File: src/pic_pkg.sv
// package for the eight-line interrupt controller
// holds item, result and state types, command codes and the priority functions
// no dependencies
`default_nettype none

package pic_pkg;

  localparam int NUM_LINES = 8;
  localparam int IN_TDATA_W = 16;
  localparam int IN_TUSER_W = 2;
  localparam int OUT_TDATA_W = 24;

  typedef enum logic [1:0] {
    REQ_WRITE = 2'd0,
    REQ_READ  = 2'd1,
    REQ_LINE  = 2'd2,
    REQ_ACK   = 2'd3
  } req_type_t;

  typedef enum logic [1:0] {
    INIT_IDLE = 2'd0,
    INIT_ICW2 = 2'd1,
    INIT_ICW3 = 2'd2,
    INIT_ICW4 = 2'd3
  } init_step_t;

  // command byte bit positions
  localparam int ICW1_SEL_BIT   = 4;
  localparam int ICW1_LTIM_BIT  = 3;
  localparam int ICW1_SNGL_BIT  = 1;
  localparam int ICW1_IC4_BIT   = 0;
  localparam int OCW3_SEL_BIT   = 3;
  localparam int OCW3_POLL_BIT  = 2;
  localparam int OCW3_RR_BIT    = 1;
  localparam int OCW3_RIS_BIT   = 0;
  localparam int OCW3_ESMM_BIT  = 6;
  localparam int OCW3_SMM_BIT   = 5;
  localparam int ICW4_SFNM_BIT  = 4;
  localparam int ICW4_AEOI_BIT  = 1;

  localparam logic [2:0] CASCADE_LINE  = 3'd2;
  localparam logic [2:0] SPURIOUS_LINE = 3'd7;
  localparam logic [7:0] POLL_FLAG     = 8'h80;

  // ocw2 commands
  localparam logic [2:0] OCW2_RAEOI_CLR = 3'd0;
  localparam logic [2:0] OCW2_NS_EOI    = 3'd1;
  localparam logic [2:0] OCW2_NOP       = 3'd2;
  localparam logic [2:0] OCW2_SP_EOI    = 3'd3;
  localparam logic [2:0] OCW2_RAEOI_SET = 3'd4;
  localparam logic [2:0] OCW2_ROT_NS    = 3'd5;
  localparam logic [2:0] OCW2_SET_PRIO  = 3'd6;
  localparam logic [2:0] OCW2_ROT_SP    = 3'd7;

  typedef struct packed {
    req_type_t  req_type;
    logic       port;
    logic [7:0] write_data;
    logic [2:0] line_index;
    logic       line_level;
  } item_t;

  typedef struct packed {
    logic [7:0] read_data;
    logic       int_out;
    logic [2:0] int_line;
    logic [7:0] vector;
    logic       cascade_ack;
    logic       halt_request;
  } res_t;

  typedef struct packed {
    logic [7:0] request_bits;
    logic [7:0] last_levels;
    logic [7:0] mask_bits;
    logic [7:0] in_service_bits;
    logic [2:0] rotate_base;
    logic       read_isr_select;
    logic       poll_pending;
    logic       special_mask_on;
    init_step_t init_step;
    logic       aeoi_on;
    logic       aeoi_rotate_on;
    logic       nested_mode_on;
    logic       expect_icw4;
    logic       single_chip;
    logic [4:0] vector_base;
  } state_t;

  // rotated position of the highest priority set bit, 8 when none
  function automatic logic [3:0] rot_prio(input logic [7:0] bits, input logic [2:0] base);
    logic [15:0] dbl;
    logic [7:0]  rot;
    logic [3:0]  p;
    dbl = {bits, bits};
    rot = dbl[base +: 8];
    p = 4'd8;
    for (int i = NUM_LINES - 1; i >= 0; i--) begin
      if (rot[i]) begin
        p = 4'(i);
      end
    end
    return p;
  endfunction

  // line that would fire, 8 when none
  function automatic logic [3:0] win_line(input state_t s, input logic master);
    logic [3:0] p;
    logic [3:0] ps;
    logic [7:0] svc;
    p = rot_prio(s.request_bits & ~s.mask_bits, s.rotate_base);
    svc = s.in_service_bits;
    if (s.special_mask_on) begin
      svc = svc & ~s.mask_bits;
    end
    if (s.nested_mode_on && master) begin
      svc[CASCADE_LINE] = 1'b0;
    end
    ps = rot_prio(svc, s.rotate_base);
    if (!p[3] && (p < ps)) begin
      return {1'b0, p[2:0] + s.rotate_base};
    end
    return 4'd8;
  endfunction

  function automatic state_t take_line(input state_t s, input logic [2:0] line);
    state_t t;
    t = s;
    if (s.aeoi_on) begin
      if (s.aeoi_rotate_on) begin
        t.rotate_base = line + 3'd1;
      end
    end else begin
      t.in_service_bits[line] = 1'b1;
    end
    t.request_bits[line] = 1'b0;
    return t;
  endfunction

endpackage

`default_nettype wire

File: src/pic_in_reg.sv
// input register stage: unpacks the stream beat into an item
// depends on pic_pkg
`default_nettype none

module pic_in_reg
  import pic_pkg::*;
(
  input  wire logic                  clk,
  input  wire logic                  rst_n,
  input  wire logic                  in_tvalid,
  output logic                       in_tready,
  input  wire logic [IN_TDATA_W-1:0] in_tdata,
  input  wire logic [IN_TUSER_W-1:0] in_tuser,
  input  wire logic                  advance,
  output logic                       item_valid,
  output item_t                      item
);

  logic  valid_r;
  item_t item_r;

  assign in_tready  = !valid_r || advance;
  assign item_valid = valid_r;
  assign item       = item_r;

  always_ff @(posedge clk) begin
    if (!rst_n) begin
      valid_r <= 1'b0;
    end else if (in_tready) begin
      valid_r <= in_tvalid;
    end
  end

  always_ff @(posedge clk) begin
    if (in_tready && in_tvalid) begin
      item_r.req_type   <= req_type_t'(in_tuser[1:0]);
      item_r.port       <= in_tdata[0];
      item_r.write_data <= in_tdata[8:1];
      item_r.line_index <= in_tdata[11:9];
      item_r.line_level <= in_tdata[12];
    end
  end

endmodule

`default_nettype wire

File: src/pic_core.sv
// controller state and the per-transaction update logic
// depends on pic_pkg
`default_nettype none

module pic_core
  import pic_pkg::*;
(
  input  wire logic  clk,
  input  wire logic  rst_n,
  input  wire logic  fire,
  input  wire item_t item,
  input  wire logic  is_master,
  output res_t       res
);

  state_t st_r;
  state_t st_nxt;

  always_ff @(posedge clk) begin
    if (!rst_n) begin
      st_r <= '0;
    end else if (fire) begin
      st_r <= st_nxt;
    end
  end

  always_comb begin
    state_t     s;
    logic [7:0] v;
    logic [2:0] cmd;
    logic [2:0] line;
    logic [3:0] w;
    logic [3:0] p;
    logic [3:0] w2;
    logic [7:0] rd;
    logic [7:0] vec;
    logic       casc;
    logic       halt;
    s    = st_r;
    v    = item.write_data;
    cmd  = v[7:5];
    line = v[2:0];
    rd   = '0;
    vec  = '0;
    casc = 1'b0;
    halt = 1'b0;
    w    = win_line(st_r, is_master);
    p    = rot_prio(st_r.in_service_bits, st_r.rotate_base);

    unique case (item.req_type)
      REQ_WRITE: begin
        if (!item.port) begin
          if (v[ICW1_SEL_BIT]) begin
            s = '0;
            s.vector_base = st_r.vector_base;
            s.init_step   = INIT_ICW2;
            s.expect_icw4 = v[ICW1_IC4_BIT];
            s.single_chip = v[ICW1_SNGL_BIT];
            halt          = v[ICW1_LTIM_BIT];
          end else if (v[OCW3_SEL_BIT]) begin
            if (v[OCW3_POLL_BIT]) begin
              s.poll_pending = 1'b1;
            end
            if (v[OCW3_RR_BIT]) begin
              s.read_isr_select = v[OCW3_RIS_BIT];
            end
            if (v[OCW3_ESMM_BIT]) begin
              s.special_mask_on = v[OCW3_SMM_BIT];
            end
          end else begin
            unique case (cmd) inside
              OCW2_RAEOI_CLR, OCW2_RAEOI_SET: begin
                s.aeoi_rotate_on = cmd[2];
              end
              OCW2_NS_EOI, OCW2_ROT_NS: begin
                if (!p[3]) begin
                  s.in_service_bits[p[2:0] + st_r.rotate_base] = 1'b0;
                  if (cmd == OCW2_ROT_NS) begin
                    s.rotate_base = p[2:0] + st_r.rotate_base + 3'd1;
                  end
                end
              end
              OCW2_SP_EOI: begin
                s.in_service_bits[line] = 1'b0;
              end
              OCW2_SET_PRIO: begin
                s.rotate_base = line + 3'd1;
              end
              OCW2_ROT_SP: begin
                s.in_service_bits[line] = 1'b0;
                s.rotate_base = line + 3'd1;
              end
              OCW2_NOP: begin
              end
              default: begin
              end
            endcase
          end
        end else begin
          unique case (st_r.init_step)
            INIT_IDLE: s.mask_bits = v;
            INIT_ICW2: begin
              s.vector_base = v[7:3];
              if (st_r.single_chip) begin
                s.init_step = st_r.expect_icw4 ? INIT_ICW4 : INIT_IDLE;
              end else begin
                s.init_step = INIT_ICW3;
              end
            end
            INIT_ICW3: s.init_step = st_r.expect_icw4 ? INIT_ICW4 : INIT_IDLE;
            INIT_ICW4: begin
              s.nested_mode_on = v[ICW4_SFNM_BIT];
              s.aeoi_on        = v[ICW4_AEOI_BIT];
              s.init_step      = INIT_IDLE;
            end
            default: s.init_step = INIT_IDLE;
          endcase
        end
      end
      REQ_READ: begin
        if (st_r.poll_pending) begin
          if (!w[3]) begin
            s  = take_line(st_r, w[2:0]);
            rd = POLL_FLAG | {5'd0, w[2:0]};
          end
          s.poll_pending = 1'b0;
        end else if (!item.port) begin
          rd = st_r.read_isr_select ? st_r.in_service_bits : st_r.request_bits;
        end else begin
          rd = st_r.mask_bits;
        end
      end
      REQ_LINE: begin
        if (item.line_level) begin
          if (!st_r.last_levels[item.line_index]) begin
            s.request_bits[item.line_index] = 1'b1;
          end
          s.last_levels[item.line_index] = 1'b1;
        end else begin
          s.last_levels[item.line_index] = 1'b0;
        end
      end
      REQ_ACK: begin
        if (!w[3]) begin
          casc = (w[2:0] == CASCADE_LINE) && is_master;
          vec  = {st_r.vector_base, w[2:0]};
          s    = take_line(st_r, w[2:0]);
        end else begin
          vec = {st_r.vector_base, SPURIOUS_LINE};
        end
      end
      default: begin
      end
    endcase

    // interrupt output reflects the state left by this transaction
    w2 = win_line(s, is_master);
    st_nxt           = s;
    res.read_data    = rd;
    res.int_out      = !w2[3];
    res.int_line     = w2[3] ? 3'd0 : w2[2:0];
    res.vector       = vec;
    res.cascade_ack  = casc;
    res.halt_request = halt;
  end

endmodule

`default_nettype wire

File: src/priority_interrupt_controller_top.sv
// top level of the eight-line interrupt controller: result register and config
// depends on pic_pkg, pic_in_reg, pic_core
//
// Usage:
//   in_* carries one transaction per item: in_tuser holds the request kind
//   (write, read, line change, acknowledge); in_tdata holds the port bit,
//   write byte, line index and line level. out_* returns exactly one result
//   per item: read byte, interrupt output and winning line, acknowledge
//   vector, cascade flag and the level-mode halt flag.
//   A transaction taken into the input register moves on into the result
//   register, with out_tvalid high, when the result side advances.
//   One item is taken every cycle unless the result stalls, set by the single
//   registered rotated priority encode and state update between the registers.
//   cfg_we/cfg_wdata write is_master; write it only while no item is in flight.
//   Synchronous reset (rst_n low) clears all controller state, sets
//   is_master and empties both register stages.
//   When out_tready is low the result holds and the input register fills,
//   after which in_tready drops; no item is lost or repeated.
`default_nettype none

module priority_interrupt_controller_top
  import pic_pkg::*;
(
  input  wire logic                   clk,
  input  wire logic                   rst_n,
  // config
  input  wire logic                   cfg_we,
  input  wire logic                   cfg_wdata,
  // input channel
  input  wire logic                   in_tvalid,
  output logic                        in_tready,
  input  wire logic [IN_TDATA_W-1:0]  in_tdata,   // port, write_data[8], line_index[3], line_level, pad
  input  wire logic [IN_TUSER_W-1:0]  in_tuser,   // req_type[2]
  // result channel
  output logic                        out_tvalid,
  input  wire logic                   out_tready,
  output logic [OUT_TDATA_W-1:0]      out_tdata   // read_data[8], int_out, int_line[3], vector[8],
                                                  // cascade_ack, halt_request, pad
);

  logic  is_master_r;
  logic  out_valid_r;
  res_t  res_r;
  res_t  res;
  item_t item;
  logic  item_valid;
  logic  advance;
  logic  fire;

  assign advance = !out_valid_r || out_tready;
  assign fire    = item_valid && advance;

  always_ff @(posedge clk) begin
    if (!rst_n) begin
      is_master_r <= 1'b1;
    end else if (cfg_we) begin
      is_master_r <= cfg_wdata;
    end
  end

  pic_in_reg u_in_reg (
    .clk        (clk),
    .rst_n      (rst_n),
    .in_tvalid  (in_tvalid),
    .in_tready  (in_tready),
    .in_tdata   (in_tdata),
    .in_tuser   (in_tuser),
    .advance    (advance),
    .item_valid (item_valid),
    .item       (item)
  );

  pic_core u_core (
    .clk       (clk),
    .rst_n     (rst_n),
    .fire      (fire),
    .item      (item),
    .is_master (is_master_r),
    .res       (res)
  );

  always_ff @(posedge clk) begin
    if (!rst_n) begin
      out_valid_r <= 1'b0;
    end else if (advance) begin
      out_valid_r <= item_valid;
    end
  end

  always_ff @(posedge clk) begin
    if (fire) begin
      res_r <= res;
    end
  end

  assign out_tvalid = out_valid_r;
  assign out_tdata  = {2'd0, res_r.halt_request, res_r.cascade_ack, res_r.vector,
                       res_r.int_line, res_r.int_out, res_r.read_data};

endmodule

`default_nettype wire

File: config.mk
export PLATFORM = sky130hd
export DESIGN_NAME = priority_interrupt_controller_top
export DESIGN_NICKNAME = d
export VERILOG_FILES = /design/src/pic_pkg.sv /design/src/pic_in_reg.sv /design/src/pic_core.sv /design/src/priority_interrupt_controller_top.sv
export SDC_FILE = /design/constraint.sdc
export NUM_CORES = 1
export LEC_CHECK = 0
export BUFFER_PORTS_ARGS = -buffer_cell sky130_fd_sc_hd__buf_2
export CAP_MARGIN = 20
export CORE_MARGIN = 8
export CORE_UTILIZATION = 58
export CTS_BUF_LIST = sky130_fd_sc_hd__clkbuf_8
export CTS_CLUSTER_SIZE = 10
export DETAILED_ROUTE_END_ITERATION = 12
export MAX_ROUTING_LAYER = met4
export PLACE_DENSITY = 0.8
export SLEW_MARGIN = 15
export SYNTH_ARGS = -nofsm -noshare
export SYNTH_HDL_FRONTEND = slang
export SYNTH_SLANG_ARGS = --single-unit
File: constraint.sdc
create_clock -name clk -period 7.47 [get_ports clk]
set_clock_uncertainty 0.05 [all_clocks]
set_input_delay 0.3735 -clock clk [delete_from_list [all_inputs] [get_ports clk]]
set_output_delay 0.3735 -clock clk [all_outputs]
set_load 0.05 [all_outputs]
==> results of run 1 <==
flip-flops by register name (all words and copies together) (netlist names):
register	cells
u_core.st_r	50
out_tdata	22
u_in_reg.item	15
is_master_r	1
out_tvalid	1
u_in_reg.item_valid	1
logic make-up (layout without fill, tap and decap cells):
logic type,Yosys count,after routing,share of synthesized area
xor gates and xnor gates,7,7,0.00757
buffers and inverters,107,140,0.0582
other,1,2,0.000463
AOI/OAI and AO/OA,299,300,0.270
and+or+nand+nor,358,358,0.223
adders and majority gates,17,17,0.0287
muxes,94,94,0.144
DFF,90,90,0.268
cell usage in the layout, fill, tap and decap left out, drive strengths merged, types with 18 or more instances in the layout:
master / n
nor2: 92
mux2: 31
edfxtp: 37
nor3: 23
nand2: 91
mux2i: 50
dfxtp: 53
inv: 31
o21ai: 61
a21boi: 18
a22oi: 22
nand3: 18
a21oi: 54
buf: 94
nand2b: 22
nor2b: 37
repair_timing:
action / in CTS / in global routing
pin swaps: 1 / 7
gates cloned: 1 / 0
resized for setup: 1 / 29
buffers inserted: 0 / 17
endpoints found under the setup margin: 2 / 4
power by group through the flow:
| stage | Sequential, W | Clock (W) | Combinational [W] |
|---|---|---|---|
| 2_1_floorplan | 0.000569 | 0 | 0.000275 |
| 3_3_place_gp | 0.000571 | 0 | 0.000354 |
| 3_5_place_dp | 0.000572 | 0 | 0.000361 |
| 4_1_cts | 0.000561 | 0.000343 | 0.000365 |
| 5_1_grt | 0.000565 | 0.000363 | 0.000418 |
| 6_report | 0.000563 | 0.000344 | 0.000390 |
worst max-delay path: cells and delay by family, from the launching register on:
family                     cells  cell delay [ns]
and+or+nand+nor                6             1.14
buffers and inverters          5             0.52
AOI/OAI and AO/OA             14             2.04
DFF                            1             0.38
muxes                          4             1.44
adders and majority gates      4             1.35
per-stage QoR:
stage / worst slack [ns] / hold slack (ns)
6_report: 0.354 / 0.123
5_1_grt: -0.0214 / 0.107
4_1_cts: 0.0337 / 0.119
3_5_place_dp: -0.00225 / 0.410
3_3_place_gp: 0.148 / 0.400
2_1_floorplan: 0.283 / 0.386
area by class of cell:
class / instances / area (um^2) / area share
multi-input combinational: 778 / 5570 / 0.626
sequential: 90 / 2180 / 0.244
timing repair buffer: 94 / 614 / 0.0690
tap: 180 / 225 / 0.0253
clock buffer: 9 / 124 / 0.0139
inverter: 30 / 120 / 0.0135
clock inverter: 7 / 68.8 / 0.00773
metal layers:
layer  vias to the layer above  wire length, um
li1                       3711                -
met2                       490            11300
met5                         -                0
met3                        92             2460
met4                         0             1090
met1                      3814            10300
final timing paths:
check	end	from	slack, ns	cells past startpoint
setup / recovery	out_tdata[10]	u_core.st_r[15]	0.35	33
hold / removal	u_in_reg.item[3]	in_tdata[11]	0.12	1
setup reg to reg	out_tdata[10]	u_core.st_r[15]	0.35	33
hold reg to reg	u_core.st_r[3]	u_core.st_r[3]	0.42	2
==> summary.md, run 1 <==
| Metric | Value |
|---|---|
| Status | finished, final reports clean |
| Top-area cell type share of the netlist area | 0.137 |
| Max-cap violation count | 0 |
| DR vias | between 8k and 9k |
| Avg WL per Cell | about 21 um |
| 1st-iter DRT viols | slightly below 900 |
| Global route overflow | 0 |
| CTS tree | built |
| Gate Count Post-Synth | 973 |
| Die height | between 100 and 150 um |
| Synth Cell Area | between 8000 and 9000 um^2 |
| Combinational fraction of design power | 0.300 |
| Fillers | about 1.2k |
| Final core utilization | 0.646 |
| Total routed wirelength | about 25000 um |
| CP Max Fanout | 12 |
| Vias in the first global route | roughly 7.3k |
| Routed vias/inst | 6.82 |
| First-pass GRT wire length | about 39000 um |
| Depth of the CTS H-tree | 3 |
| RePlAce Congestion | between 1 and 1.5 |
| YS warnings | 0 |
| Tot GR Track Use | 0.279 |
| Top FF cell, synth | dfxtp_1 |
| Met2 global-route usage | 0.418 |
| CP required | ~7.6 ns |
| Initial Util | 0.588 |
| Post-synth EDFFs | 37 |
| Leak Pwr | between 3 and 4 nW |
| HPWL after detailed placement | between 15000 and 20000 um |
| Mapped Avg Cell Area | around 8.3 um^2 |
| Worst vdd rail ir drop | 0.112 mV |
| Clock Sinks | 90 |
| Latest clock arrival within the worst-skew pair | ~0.37 ns |
| Total power draw | approximately 0.0013 W |
| Crit end category | flip-flop |
| Ys async rst share | 0 |
| Final ANT Viol Nets | 0 |
| Area of the core | between 10000 and 15000 um^2 |
| Post-synthesis cell type count | 97 |
| FP Rows | 43 |
| Final setup fails | 0 |
| Worst Path Arrival | 7.26 ns |
| Number of antenna diodes | 0 |
| Cell Pwr Density | ~150 nW/um^2 |
| Hold/Removal Path Class | in -> reg |
| Slew Viols, Final | 0 |
| I/O pin cnt | 50 |
| Period utilization | 0.953 |
| Met3 Usage GRT | 0.0520 |
| Seq pwr share | 0.435 |
| Crit-path slowest cell | fa_1 |
| Post-CTS Hold Fix Bufs | 0 |
| Type of the worst setup path | reg -> reg |
| DRT Pass-1 Iters | 8 |
| Crit start category | flip-flop |
| Seq/Total Area, Yosys | 0.268 |
| Power Internal | 0.000834 W |
| Highest clock rate | 141 MHz |
| Fraction of layout cells with a size suffix above 1 | 0.198 |
| Sw Ratio | 0.357 |
| Worst-path clk slew | around 0.10 ns |
| Final nets | about 1.0k |
| Die width | ~130 um |
| Root buffer cell | clkbuf_8 |
| Area Growth Syn to Fin | 9.87% |
| Slowest stage delay, CP | 0.56 ns |
| Most common library cells after synthesis | 91 x nand2_1, 91 x nor2_1, 53 x clkbuf_1, 53 x dfxtp_1, 53 x o21ai_0 |
| Worst slew pin tran | 1.09 ns |
| Fin. Hold Viols | 0 |
| Relative slew margins | 0.275 |
| Clock network fraction of design power | 0.265 |
| Setup TNS | 0 ns |
| Largest area contributor in the netlist | edfxtp_1 |
| Post-layout instance area | between 8000 and 9000 um^2 |
| Met1 Use GR | 0.353 |
| Placed cell area | between 8000 and 9000 um^2 |
| Sw power | between 0.0004 and 0.0005 W |
| Die area | roughly 18000 um^2 |
| Initial antenna violation count | 0 |
| Largest net degree at the start of global routing | 55 |
| Crit path time final | ~7.1 ns |
| Buffers added on ports | 44 |
| Maximum buffer depth of the clock tree | 2 |
| Post-Place Cells | between 1k and 1.5k |
| Seq cells post-synth | 90 |
| CTS Buf Count | 9 |
| Synth top area cells | edfxtp_1 14%, dfxtp_1 13%, mux2i_1 6.2% |
| Residual DRC count | 0 |
| Gr busiest metal | met2 |
| Finished Layout Cells | 1188 |
Note: power is estimated with default switching activity, not from simulation.
==> inputs of run 2 (changes only) <==
- CORE_UTILIZATION: 58 -> 30
- PLACE_DENSITY: 0.8 -> unset
==> summary.md, run 2 (same netlist as run 1, synthesis figures left out) <==
| Metric | Value |
|---|---|
| CP Max Fanout | 14 |
| Post-CTS Hold Fix Bufs | 0 |
| Final ANT Viol Nets | 0 |
| Post-layout instance area | between 9000 and 10000 um^2 |
| Leak Pwr | between 3 and 4 nW |
| Max-cap violation count | 0 |
| Type of the worst setup path | reg -> reg |
| CP required | roughly 7.6 ns |
| Latest clock arrival within the worst-skew pair | about 0.39 ns |
| Die width | 180 um |
| Tot GR Track Use | 0.167 |
| Fraction of layout cells with a size suffix above 1 | 0.199 |
| DR vias | ~8k |
| Crit end category | flip-flop |
| Pre-CTS WS | approximately 0.077 ns |
| Routed vias/inst | 5.86 |
| Reg with most FFs | u_core.st_r |
| Worst Path Arrival | around 7.3 ns |
| Crit path time final | 7.12 ns |
| Crit-path slowest cell | mux4_2 |
| Post-Place Cells | 1335 |
| Die height | ~180 um |
| Total routed wirelength | between 20000 and 30000 um |
| Avg WL per Cell | ~20 um |
| DRT Pass-1 Iters | 6 |
| CP Depth | 33 |
| Period utilization | 0.953 |
| Number of flip-flops in the largest register | 50 |
| Setup ws final | 0.352 ns |
| 1st-iter DRT viols | 940 |
| Setup TNS | 0 ns |
| Top delay family on crit path | multiplexers |
| Relative slew margins | 0.338 |
| Highest clock rate | 140 MHz |
| Area Growth Syn to Fin | 12.8% |
| Largest net degree at the start of global routing | 55 |
| Worst slew pin tran | 0.982 ns |
| Number of antenna diodes | 0 |
| Worst reg2reg path depth | 33 |
| Root buffer cell | clkbuf_8 |
| Final setup fails | 0 |
| Buffers added on ports | 44 |
| Multi-input gate area | ~5500 um^2 |
| Residual DRC count | 0 |
| Die area | around 33000 um^2 |
| FF/Latch Area | 2180 um^2 |
| Worst Path Buf+Inv | 5 |
| Worst-path clk slew | ~0.1 ns |
| Fin. Hold Viols | 0 |
| First-pass GRT wire length | roughly 43000 um |
| Hold Crit Depth | 1 |
| HPWL after detailed placement | a little over 20000 um |
| Area of the core | ~27000 um^2 |
| Maximum buffer depth of the clock tree | 2 |
| Placed cell area | just under 9000 um^2 |
| Slowest stage delay, CP | 0.43 ns |
| Final nets | ~1.0k |
| Vias in the first global route | ~7.6k |
| RePlAce Congestion | roughly 1 |
| Most used cells in the layout excluding fill and tap cells | 91 x nand2_1, 91 x nor2_1, 55 x buf_4 |
| Crit start category | flip-flop |
| Initial antenna violation count | 0 |
| Initial Util | 0.303 |
| Status | finished, final reports clean |
| CTS tree | built |
| Depth of the CTS H-tree | 3 |
| Clock Sinks | 90 |
| Hold/Removal Path Class | in -> reg |
| Finished Layout Cells | approximately 1.4k |
| FP Rows | 60 |
| Fillers | 2791 |
| Cell Pwr Density | between 100 and 150 nW/um^2 |
| I/O pin cnt | 50 |
| Global route overflow | 0 |
| Worst vdd rail ir drop | 0.0630 mV |
| Fin Hold WS | a little over 0.1 ns |
| CTS Buf Count | 9 |
| Slew Viols, Final | 0 |
## run 2: timing repair
action                                 in CTS  in global routing
setup endpoints to repair                   0                  4
endpoints found under the hold margin       0                  0
buffers inserted                            0                  4
resized for setup                           0                 24
## run 2: worst paths after layout
| path | start | to | slack, ns |
|---|---|---|---|
| worst max-delay path | u_core.st_r[15] | out_tdata[10] | 0.35 |
| worst min-delay path | in_tdata[2] | u_in_reg.item[5] | 0.10 |
| worst max register to register | u_core.st_r[15] | out_tdata[10] | 0.35 |
| worst min register to register | u_core.st_r[4] | u_core.st_r[4] | 0.42 |
## run 2: metal layers
| metal | GRT usage | wire (um) | share of wire |
|---|---|---|---|
| met4 | 0.0886 | 1280 | 0.047 |
| met5 | - | 0 | 0 |
| met3 | 0.0218 | 1780 | 0.065 |
| met1 | 0.207 | 11700 | 0.43 |
| met2 | 0.263 | 12500 | 0.46 |
## run 2: cell type report
class | instances | area share
clock buffers | 9 | 0.0136
flip-flops and latches | 90 | 0.238
multi-input cells | 777 | 0.606
clock inverters | 7 | 0.0103
inverters | 30 | 0.0130
repair buffers | 101 | 0.0727
well taps | 341 | 0.0467
## run 2: per-stage QoR
step / util / power, W
2_1_floorplan: - / 0.000844
3_3_place_gp: 0.329 / 0.000943
3_5_place_dp: 0.329 / 0.000947
4_1_cts: 0.337 / 0.00134
5_1_grt: 0.342 / 0.00140
6_report: 0.342 / 0.00134
## run 2: where the power goes
part | internal [W] | switching [W]
clock | 0.000189 | 0.000200
combinational | 0.000150 | 0.000243
sequential | 0.000530 | 0.0000312
